--- src/hdl/fn_pkg.sv ---
package fn_pkg;

  localparam int DATA_WIDTH = 32;
  localparam int MAG_W      = DATA_WIDTH - 1;
  localparam int CNT_W      = $clog2(MAG_W);

  typedef enum logic [1:0] {
    OP_EUCLID,
    OP_NUMER,
    OP_DENOM
  } fn_op_e;

  typedef struct packed {
    logic   load;
    logic   div_start;
    fn_op_e div_sel;
    logic   div_step;
    logic   euc_update;
    logic   store_qn;
    logic   out_load;
  } fn_cmd_t;

  typedef struct packed {
    logic zero;
    logic y_zero;
    logic div_last;
  } fn_sts_t;

endpackage

--- src/hdl/fn_if.sv ---
interface fn_in_if;
  logic                                valid;
  logic                                ready;
  logic signed [fn_pkg::DATA_WIDTH-1:0] numerator;
  logic signed [fn_pkg::DATA_WIDTH-1:0] denominator;

  modport source (output valid, output numerator, output denominator, input ready);
  modport sink   (input valid, input numerator, input denominator, output ready);
endinterface

interface fn_out_if;
  logic                                 valid;
  logic                                 ready;
  logic signed [fn_pkg::DATA_WIDTH-1:0] reduced_numerator;
  logic        [fn_pkg::MAG_W-1:0]      reduced_denominator;

  modport source (output valid, output reduced_numerator, output reduced_denominator,
                  input ready);
  modport sink   (input valid, input reduced_numerator, input reduced_denominator,
                  output ready);
endinterface

--- src/hdl/fn_dp.sv ---
module fn_dp (
  input  logic                          clk_i,
  input  logic                          rst_ni,
  input  fn_pkg::fn_cmd_t               cmd_i,
  output fn_pkg::fn_sts_t               sts_o,
  input  logic [fn_pkg::DATA_WIDTH-1:0] numerator_i,
  input  logic [fn_pkg::DATA_WIDTH-1:0] denominator_i,
  output logic [fn_pkg::DATA_WIDTH-1:0] reduced_numerator_o,
  output logic [fn_pkg::MAG_W-1:0]      reduced_denominator_o
);

  localparam int DW = fn_pkg::DATA_WIDTH;
  localparam int MW = fn_pkg::MAG_W;
  localparam int CW = fn_pkg::CNT_W;

  logic [MW-1:0] x_q, y_q, nmag_q, dmag_q, qn_q;
  logic [MW-1:0] rem_q, quo_q, div_q;
  logic [CW-1:0] cnt_q;
  logic          sign_q, zero_q;
  logic [DW-1:0] rn_q;
  logic [MW-1:0] rd_q;

  logic [MW-1:0] nmag, dmag;
  logic [DW-1:0] nneg_full, dneg_full;
  logic [MW:0]   part, diff;
  logic          ge;
  logic [MW-1:0] rem_step, quo_step;
  logic [MW-1:0] dividend, divisor;
  logic [DW-1:0] qn_ext;

  // Magnitude of a two's complement input; the most negative value saturates.
  always_comb begin
    nneg_full = ~numerator_i + DW'(1);
    dneg_full = ~denominator_i + DW'(1);
    if (!numerator_i[DW-1]) begin
      nmag = numerator_i[MW-1:0];
    end else if (numerator_i[MW-1:0] == '0) begin
      nmag = '1;
    end else begin
      nmag = nneg_full[MW-1:0];
    end
    if (!denominator_i[DW-1]) begin
      dmag = denominator_i[MW-1:0];
    end else if (denominator_i[MW-1:0] == '0) begin
      dmag = '1;
    end else begin
      dmag = dneg_full[MW-1:0];
    end
  end

  // One restoring division step per cycle.
  assign part     = {rem_q, quo_q[MW-1]};
  assign diff     = part - {1'b0, div_q};
  assign ge       = ~diff[MW];
  assign rem_step = ge ? diff[MW-1:0] : part[MW-1:0];
  assign quo_step = {quo_q[MW-2:0], ge};

  always_comb begin
    case (cmd_i.div_sel)
      fn_pkg::OP_EUCLID: begin
        dividend = x_q;
        divisor  = y_q;
      end
      fn_pkg::OP_NUMER: begin
        dividend = nmag_q;
        divisor  = x_q;
      end
      fn_pkg::OP_DENOM: begin
        dividend = dmag_q;
        divisor  = x_q;
      end
      default: begin
        dividend = x_q;
        divisor  = y_q;
      end
    endcase
  end

  always_ff @(posedge clk_i or negedge rst_ni) begin
    if (!rst_ni) begin
      cnt_q <= '0;
    end else if (cmd_i.div_start) begin
      cnt_q <= '0;
    end else if (cmd_i.div_step) begin
      cnt_q <= cnt_q + CW'(1);
    end
  end

  assign qn_ext = {1'b0, qn_q};

  always_ff @(posedge clk_i) begin
    if (cmd_i.load) begin
      nmag_q <= nmag;
      dmag_q <= dmag;
      x_q    <= nmag;
      y_q    <= dmag;
      sign_q <= numerator_i[DW-1] ^ denominator_i[DW-1];
      zero_q <= (nmag == '0) || (dmag == '0);
    end
    if (cmd_i.div_start) begin
      rem_q <= '0;
      quo_q <= dividend;
      div_q <= divisor;
    end else if (cmd_i.div_step) begin
      rem_q <= rem_step;
      quo_q <= quo_step;
    end
    if (cmd_i.div_step && cmd_i.euc_update) begin
      x_q <= y_q;
      y_q <= rem_step;
    end
    if (cmd_i.div_step && cmd_i.store_qn) begin
      qn_q <= quo_step;
    end
    if (cmd_i.out_load) begin
      if (zero_q) begin
        rn_q <= '0;
        rd_q <= MW'(1);
      end else begin
        rn_q <= sign_q ? (~qn_ext + DW'(1)) : qn_ext;
        rd_q <= quo_q;
      end
    end
  end

  assign sts_o.zero     = zero_q;
  assign sts_o.y_zero   = (y_q == '0);
  assign sts_o.div_last = (cnt_q == CW'(MW - 1));

  assign reduced_numerator_o   = rn_q;
  assign reduced_denominator_o = rd_q;

endmodule

--- src/hdl/fn_ctrl.sv ---
module fn_ctrl (
  input  logic            clk_i,
  input  logic            rst_ni,
  input  logic            in_valid_i,
  output logic            in_ready_o,
  output logic            out_valid_o,
  input  logic            out_ready_i,
  input  fn_pkg::fn_sts_t sts_i,
  output fn_pkg::fn_cmd_t cmd_o
);

  localparam logic [2:0] S_IDLE      = 3'd0;
  localparam logic [2:0] S_EUC_CHK   = 3'd1;
  localparam logic [2:0] S_EUC_DIV   = 3'd2;
  localparam logic [2:0] S_NUM_DIV   = 3'd3;
  localparam logic [2:0] S_DEN_START = 3'd4;
  localparam logic [2:0] S_DEN_DIV   = 3'd5;
  localparam logic [2:0] S_DONE      = 3'd6;

  logic [2:0] state_q, state_d;
  logic       out_valid_q, out_valid_d;
  logic       slot_free;

  assign in_ready_o = (state_q == S_IDLE);
  assign slot_free  = !out_valid_q || out_ready_i;

  always_comb begin
    state_d          = state_q;
    cmd_o.load       = 1'b0;
    cmd_o.div_start  = 1'b0;
    cmd_o.div_sel    = fn_pkg::OP_EUCLID;
    cmd_o.div_step   = 1'b0;
    cmd_o.euc_update = 1'b0;
    cmd_o.store_qn   = 1'b0;
    cmd_o.out_load   = 1'b0;
    case (state_q)
      S_IDLE: begin
        if (in_valid_i) begin
          cmd_o.load = 1'b1;
          state_d    = S_EUC_CHK;
        end
      end
      S_EUC_CHK: begin
        if (sts_i.zero) begin
          state_d = S_DONE;
        end else if (sts_i.y_zero) begin
          cmd_o.div_start = 1'b1;
          cmd_o.div_sel   = fn_pkg::OP_NUMER;
          state_d         = S_NUM_DIV;
        end else begin
          cmd_o.div_start = 1'b1;
          cmd_o.div_sel   = fn_pkg::OP_EUCLID;
          state_d         = S_EUC_DIV;
        end
      end
      S_EUC_DIV: begin
        cmd_o.div_step = 1'b1;
        if (sts_i.div_last) begin
          cmd_o.euc_update = 1'b1;
          state_d          = S_EUC_CHK;
        end
      end
      S_NUM_DIV: begin
        cmd_o.div_step = 1'b1;
        if (sts_i.div_last) begin
          cmd_o.store_qn = 1'b1;
          state_d        = S_DEN_START;
        end
      end
      S_DEN_START: begin
        cmd_o.div_start = 1'b1;
        cmd_o.div_sel   = fn_pkg::OP_DENOM;
        state_d         = S_DEN_DIV;
      end
      S_DEN_DIV: begin
        cmd_o.div_step = 1'b1;
        if (sts_i.div_last) begin
          state_d = S_DONE;
        end
      end
      S_DONE: begin
        if (slot_free) begin
          cmd_o.out_load = 1'b1;
          state_d        = S_IDLE;
        end
      end
      default: begin
        state_d = S_IDLE;
      end
    endcase
  end

  always_comb begin
    out_valid_d = out_valid_q;
    if (cmd_o.out_load) begin
      out_valid_d = 1'b1;
    end else if (out_ready_i) begin
      out_valid_d = 1'b0;
    end
  end

  always_ff @(posedge clk_i or negedge rst_ni) begin
    if (!rst_ni) begin
      state_q     <= S_IDLE;
      out_valid_q <= 1'b0;
    end else begin
      state_q     <= state_d;
      out_valid_q <= out_valid_d;
    end
  end

  assign out_valid_o = out_valid_q;

  a_hold_result: assert property (@(posedge clk_i) disable iff (!rst_ni)
    out_valid_q && !out_ready_i |=> out_valid_q)
    else $error("Pending result was dropped while the receiver stalled.");

  a_accept_starts: assert property (@(posedge clk_i) disable iff (!rst_ni)
    in_valid_i && in_ready_o |=> state_q == S_EUC_CHK)
    else $error("Accepted transaction did not start the reduction.");

  a_euclid_loop: assert property (@(posedge clk_i) disable iff (!rst_ni)
    state_q == S_EUC_DIV && sts_i.div_last |=> state_q == S_EUC_CHK)
    else $error("Euclid remainder step did not return to the check.");

  a_cmd_exclusive: assert property (@(posedge clk_i) disable iff (!rst_ni)
    $onehot0({cmd_o.load, cmd_o.div_start, cmd_o.div_step, cmd_o.out_load}))
    else $error("Conflicting datapath commands were issued.");

  a_no_overwrite: assert property (@(posedge clk_i) disable iff (!rst_ni)
    cmd_o.out_load |-> $past(state_q) != S_IDLE)
    else $error("Result was loaded without a completed reduction.");

endmodule

--- src/hdl/fraction_normalizer.sv ---
// Reduces a signed fraction to standard form: the denominator is positive, the sign is
// carried by the numerator, and both are divided by their greatest common factor.
// A zero numerator or denominator gives 0/1; the most negative input saturates first.
// The input channel takes one transaction (numerator, denominator) at a time and the
// output channel returns one transaction (reduced_numerator, reduced_denominator) for it.
// All divisions run on one shared restoring divider that resolves one quotient bit
// per cycle, after a start step that loads its operands.
// The Euclid remainder steps find the greatest common factor, then the numerator and
// then the denominator are divided by it; a zero operand skips all divisions and goes
// straight to the result. A new transaction is accepted only once the previous one
// has been written to the output register, so reductions never overlap.
// The result sits in an output register; while the receiver stalls, a new transaction
// is still accepted and reduced, and only its final write waits for the register to
// free up. Reset is asynchronous and active low; it clears the controller and the
// output valid, and no arithmetic state needs clearing.
module fraction_normalizer (
  input  logic     clk_i,
  input  logic     rst_ni,
  fn_in_if.sink    in_i,
  fn_out_if.source out_o
);

  fn_pkg::fn_cmd_t cmd;
  fn_pkg::fn_sts_t sts;

  fn_ctrl u_ctrl (
    .clk_i       (clk_i),
    .rst_ni      (rst_ni),
    .in_valid_i  (in_i.valid),
    .in_ready_o  (in_i.ready),
    .out_valid_o (out_o.valid),
    .out_ready_i (out_o.ready),
    .sts_i       (sts),
    .cmd_o       (cmd)
  );

  fn_dp u_dp (
    .clk_i                 (clk_i),
    .rst_ni                (rst_ni),
    .cmd_i                 (cmd),
    .sts_o                 (sts),
    .numerator_i           (in_i.numerator),
    .denominator_i         (in_i.denominator),
    .reduced_numerator_o   (out_o.reduced_numerator),
    .reduced_denominator_o (out_o.reduced_denominator)
  );

endmodule
--- src/flat_wrapper.sv ---
// flat-port wrapper written by rule: the top's interface ports become plain ports
module fraction_normalizer_flat 
  (clk_i, rst_ni, in_i_valid, in_i_numerator, in_i_denominator, in_i_ready, out_o_valid, out_o_reduced_numerator, out_o_reduced_denominator, out_o_ready);
  fn_in_if in_i_i ();
  fn_out_if out_o_i ();
  input  logic clk_i;
  input  logic rst_ni;
  input wire logic [$bits(in_i_i.valid)-1:0] in_i_valid;
  input wire logic [$bits(in_i_i.numerator)-1:0] in_i_numerator;
  input wire logic [$bits(in_i_i.denominator)-1:0] in_i_denominator;
  output wire logic [$bits(in_i_i.ready)-1:0] in_i_ready;
  output wire logic [$bits(out_o_i.valid)-1:0] out_o_valid;
  output wire logic [$bits(out_o_i.reduced_numerator)-1:0] out_o_reduced_numerator;
  output wire logic [$bits(out_o_i.reduced_denominator)-1:0] out_o_reduced_denominator;
  input wire logic [$bits(out_o_i.ready)-1:0] out_o_ready;
  assign in_i_i.valid = in_i_valid;
  assign in_i_i.numerator = in_i_numerator;
  assign in_i_i.denominator = in_i_denominator;
  assign in_i_ready = in_i_i.ready;
  assign out_o_valid = out_o_i.valid;
  assign out_o_reduced_numerator = out_o_i.reduced_numerator;
  assign out_o_reduced_denominator = out_o_i.reduced_denominator;
  assign out_o_i.ready = out_o_ready;
  fraction_normalizer u_core (.clk_i(clk_i), .rst_ni(rst_ni), .in_i(in_i_i), .out_o(out_o_i));
endmodule
--- config.mk ---
export PLATFORM = sky130hd
export DESIGN_NAME = fraction_normalizer_flat
export DESIGN_NICKNAME = d
export VERILOG_FILES = /design/src/hdl/fn_pkg.sv /design/src/hdl/fn_if.sv /design/src/hdl/fn_dp.sv /design/src/hdl/fn_ctrl.sv /design/src/hdl/fraction_normalizer.sv /design/src/flat_wrapper.sv
export SDC_FILE = /design/constraint.sdc
export NUM_CORES = 1
export LEC_CHECK = 0
export BUFFER_PORTS_ARGS = -buffer_cell sky130_fd_sc_hd__buf_2
export CAP_MARGIN = 20
export CORE_UTILIZATION = 30
export CTS_CLUSTER_DIAMETER = 40
export DETAILED_ROUTE_END_ITERATION = 8
export GPL_TIMING_DRIVEN = 0
export PLACE_DENSITY_LB_ADDON = 0.08
export SETUP_SLACK_MARGIN = 0.02
export SYNTH_ARGS = -nofsm -noshare
export SYNTH_HDL_FRONTEND = slang
export SYNTH_SLANG_ARGS = --single-unit
--- constraint.sdc ---
create_clock -name clk_i -period 3.6 [get_ports clk_i]
set_input_delay 0.36 -clock clk_i [delete_from_list [all_inputs] [get_ports clk_i]]
set_output_delay 0.36 -clock clk_i [all_outputs]
set_load 0.005 [all_outputs]
==> summary.md <==
| Metric | Value |
|---|---|
| Status | `complete, no violations` |
| Die Span Y | `243 um` |
| Number of H-tree levels | `2` |
| Num CTS Buffers | `52` |
| DRT Pass-1 Iters | `5` |
| WL/cell | `20.0 um` |
| Clock Power Share | `53.6%` |
| Rel. slew slack | `46.5%` |
| Net Sw Frac | `22.1%` |
| Peak VDD IR | `0.306 mV` |
| Yosys cell types | `83` |
| DRC | `0` |
| Post-synthesis sequential area ratio | `53.5%` |
| Initial DRC count | `772` |
| Seq pwr share | `42.2%` |
| Netlist Area Pre-Place | `0.0174 mm2` |
| CP max stage delay | `490 ps` |
| Crit. End Element | `flip-flop` |
| FF-to-FF End | `u_core.u_dp.y_q[24]` |
| Reg2Reg Depth | `12` |
| Starting Density | `30.7%` |
| Routed wire length | `53900 um` |
| ANT nets after route | `0` |
| Max stage delay cell, worst path | `o41a_1` |
| Mapped Nets | `1818` |
| Clk Latency, worst-skew pair | `590 ps` |
| Power per cell area | `451 mW/mm2` |
| Grt ovf | `0` |
| Post-synthesis simple-gate area fraction | `17.0%` |
| Achievable frequency | `0.290 GHz` |
| Ys Warns | `0` |
| Global placer's final weighted congestion | `0.841` |
| Post-layout util | `37.4%` |
| Cells along the critical path | `inv_1 -> ha_1 -> fa_1 -> nor2b_1 -> o31a_1 -> o41a_1 -> o31ai_4 -> nand2_2 -> a21oi_1 -> xnor2_1 -> mux2i_2 -> a21oi_1` |
| Worst setup SP type | `flip-flop` |
| Most frequent CP cell | `a21oi_1` |
| Ranking of synthesized cells by area | `edfxtp_1 49%, nand2_1 5.2%, nor2_1 3.6%, dfxtp_1 3.6%, o21ai_0 3.5%` |
| Hold Violations, Final | `0` |
| #FFs+latches synth | `322` |
| Die Width | `243 um` |
| Vias in the first global route | `13400` |
| Diode count | `0` |
| Core Rows | `87` |
| Synth area leader | `edfxtp_1` |
| Die ar. | `0.0590 mm2` |
| Synth Area in Compound Gates | `14.7%` |
| Slew Viols, Final | `0` |
| P_leak | `0.00796 uW` |
| Core area | `0.0568 mm2` |
| Final period util | `95.6%` |
| Max-cap viol count | `0` |
| WS Path Type | `flip-flop to flip-flop` |
| Mapped Cells | `1711` |
| Layout cells sized above 1 | `17.7%` |
| Mux contribution to synthesized area | `4.17%` |
| Crit path DAT | `3760 ps` |
| Hold path depth | `3` |
| FF-to-FF Start | `u_core.u_dp.quo_q[30]` |
| Hold path endpoint | `u_core.u_dp.nmag_q[0]` |
| Endpoints failing setup | `0` |
| DP HPWL | `42300 um` |
| IO Port Bufs | `125` |
| Adder-cell share of the synthesized area | `2.84%` |
| Xor and xnor area share after synthesis | `4.52%` |
| Min-Delay Path Class | `input port to flip-flop` |
| Number of synthesized flops with an enable pin | `282` |
| Largest net degree at the start of global routing | `66` |
| Clk buf depth | `3` |
| CP required | `3910 ps` |
| CTS tree | `done` |
| Final Skew | `28.5 ps` |
| Beginning of the worst hold path | `in_i_numerator[0]` |
| Combinational share of power | `4.1%` |
| First-pass GRT wire length | `81200 um` |
| Main combinational cell family by area after synthesis | `simple AND/OR/NAND/NOR gates` |
| Post-layout min period | `3440 ps` |
| Clock Tree Root | `clkbuf_16` |
| Synth top area share | `48.6%` |
| Initial antenna violation count | `1` |
| Total negative slack | `0 ps` |
| Main synth FF type | `edfxtp_1` |
| Clock sinks | `322` |
| Vias after detailed routing | `13300` |
| IO Pins | `133` |
| Total Power | `9580 uW` |
| Asr flop ratio synth | `2.80%` |
| Actual slew at the worst max-slew pin | `795 ps` |
| RSZ-0062 raised after global routing | `no` |
| Reg2reg setup slack | `160 ps` |
| Cell Int Power | `7460 uW` |
| Syn avg cell area | `10.2 um2` |
| Via density | `4.92` |
| All-Layer GR Usage | `18.1%` |
| Final nets | `2003` |
| Max FO, Critical Path | `4` |
| Sw Pwr | `2120 uW` |
| Clock-pin transition on the worst setup and hold timing paths | `60 ps` |
| Area Overhead vs Synth | `21.9%` |
-- worst max-delay path by stage --
stage,startpoint,end,slack (ps),depth (start not counted)
2_1_floorplan,u_core.u_dp.cnt_q[0],u_core.u_dp.qn_q[0],180,4
3_3_place_gp,u_core.u_ctrl.state_q[0],u_core.u_dp.quo_q[25],-1090,9
3_5_place_dp,in_i_numerator[0],u_core.u_dp.zero_q,-740,12
4_1_cts,u_core.u_dp.quo_q[30],u_core.u_dp.y_q[28],30,12
5_1_grt,u_core.u_dp.div_q[24],u_core.u_dp.y_q[12],30,14
6_report,u_core.u_dp.quo_q[30],u_core.u_dp.y_q[24],160,12
-- metrics by stage --
stage | std cells | cell area (um2) | hold WS, ps | setup slack [ps]
6_report | 2693 | 21200 | 152 | 157
5_1_grt | 2693 | 21200 | 137 | 33.0
4_1_cts | 2694 | 21000 | 111 | 26.0
3_5_place_dp | 2597 | 19100 | 246 | -745
3_3_place_gp | 2592 | 19000 | 245 | -1090
2_1_floorplan | 1711 | 17400 | 64.4 | 183
-- flip-flops by register name (all words and copies together), names as in the netlist --
name and count:
u_core.u_dp.reduced_numerator_o 32, u_core.u_ctrl.out_valid_o 1, u_core.u_dp.quo_q 31, u_core.u_dp.dmag_q 31
u_core.u_dp.x_q 31, u_core.u_dp.rem_q 31, u_core.u_dp.zero_q 1, u_core.u_dp.nmag_q 31
u_core.u_dp.y_q 31, u_core.u_dp.div_q 31, u_core.u_ctrl.state_q 3, u_core.u_dp.sign_q 1
u_core.u_dp.cnt_q 5, u_core.u_dp.reduced_denominator_o 31, u_core.u_dp.qn_q 31
-- critical path: cells and delay by family, from the launching register on --
kind	cells	cell delay, ps
flip-flops	1	350
AO/OA/AOI/OAI	5	1560
buffers and inverters	1	160
AND/OR/NAND/NOR	2	240
XOR/XNOR	1	110
adder cells (fa/ha/maj)	2	470
multiplexers	1	270
-- synth_stat cells, types with 7 or more instances --
library cell	count
a211oi_1	9
a21o_1	13
a21oi_1	119
a22oi_1	32
a31oi_1	19
and2_1	7
and3_1	7
clkbuf_1	75
dfrtp_1	9
dfxtp_1	31
edfxtp_1	282
ha_1	38
inv_1	53
mux2_2	36
mux2i_1	32
nand2_1	241
nand2b_1	21
nand3_1	23
nand4_1	19
nor2_1	169
nor2b_1	37
nor3_1	29
nor4_1	23
o21a_1	12
o21ai_0	122
o21ai_1	8
o31ai_1	25
o41ai_1	8
or2_2	8
or3_1	15
xnor2_1	34
xor2_1	54
-- area by class of cell --
cell class | instances | area, um2
inverters | 54 | 211
flip-flops and latches | 322 | 9310
repair buffers | 134 | 756
fillers | 5792 | 35600
plain buffers | 87 | 388
clock inverters | 39 | 458
multi-input cells | 1245 | 7820
clock buffers | 56 | 1340
well taps | 756 | 946
-- timing repair --
| action | 4_1_cts | 5_1_grt |
|---|---|---|
| resized for setup | 20 | 50 |
| hold buffers | 1 | 0 |
| buffers inserted | 1 | 2 |
| cloned | 1 | 0 |
| pin swaps | 2 | 3 |
| setup endpoints to repair | 191 | 143 |
| hold endpoints to repair | 9 | 0 |
-- placed cells by master, fill, tap and decap left out, types with 27 or more instances in the layout --
| cell | Yosys | final |
|---|---|---|
| a21oi_1 | 119 | 118 |
| a22oi_1 | 32 | 32 |
| buf_2 | 4 | 129 |
| clkbuf_1 | 75 | 69 |
| clkbuf_16 | 0 | 53 |
| dfxtp_1 | 31 | 31 |
| edfxtp_1 | 282 | 282 |
| ha_1 | 38 | 37 |
| inv_1 | 53 | 51 |
| mux2_2 | 36 | 36 |
| nand2_1 | 241 | 240 |
| nor2_1 | 169 | 169 |
| nor2b_1 | 37 | 37 |
| nor3_1 | 29 | 27 |
| o21ai_0 | 122 | 121 |
| xnor2_1 | 34 | 34 |
| xor2_1 | 54 | 54 |
-- power groups by stage --
stage | Clock, uW | Sequential, uW | Combinational (uW)
floorplan | 0 | 4120 | 213
global placement | 0 | 4120 | 389
detailed placement | 0 | 4120 | 393
CTS | 5260 | 4050 | 395
global route | 5380 | 4040 | 437
finish | 5140 | 4050 | 395
-- metal layers --
layer	part of all wire [%]	routed length, um	vias to the layer above	track usage [%]
met1	48	25700	6245	24.6
met2	47	25100	303	30.1
li1	-	-	6635	-
met3	3.6	1960	76	2.44
met4	2.1	1160	0	4.85
met5	0	0	-	0
-- cells by family after synthesis --
kind of cell,Yosys count
flip-flops,322
XOR/XNOR,89
multiplexers,68
AND/OR/NAND/NOR,631
AO/OA/AOI/OAI,417
buffers and inverters,145
adder cells (fa/ha/maj),39
Power figures use the tool's default switching activity.
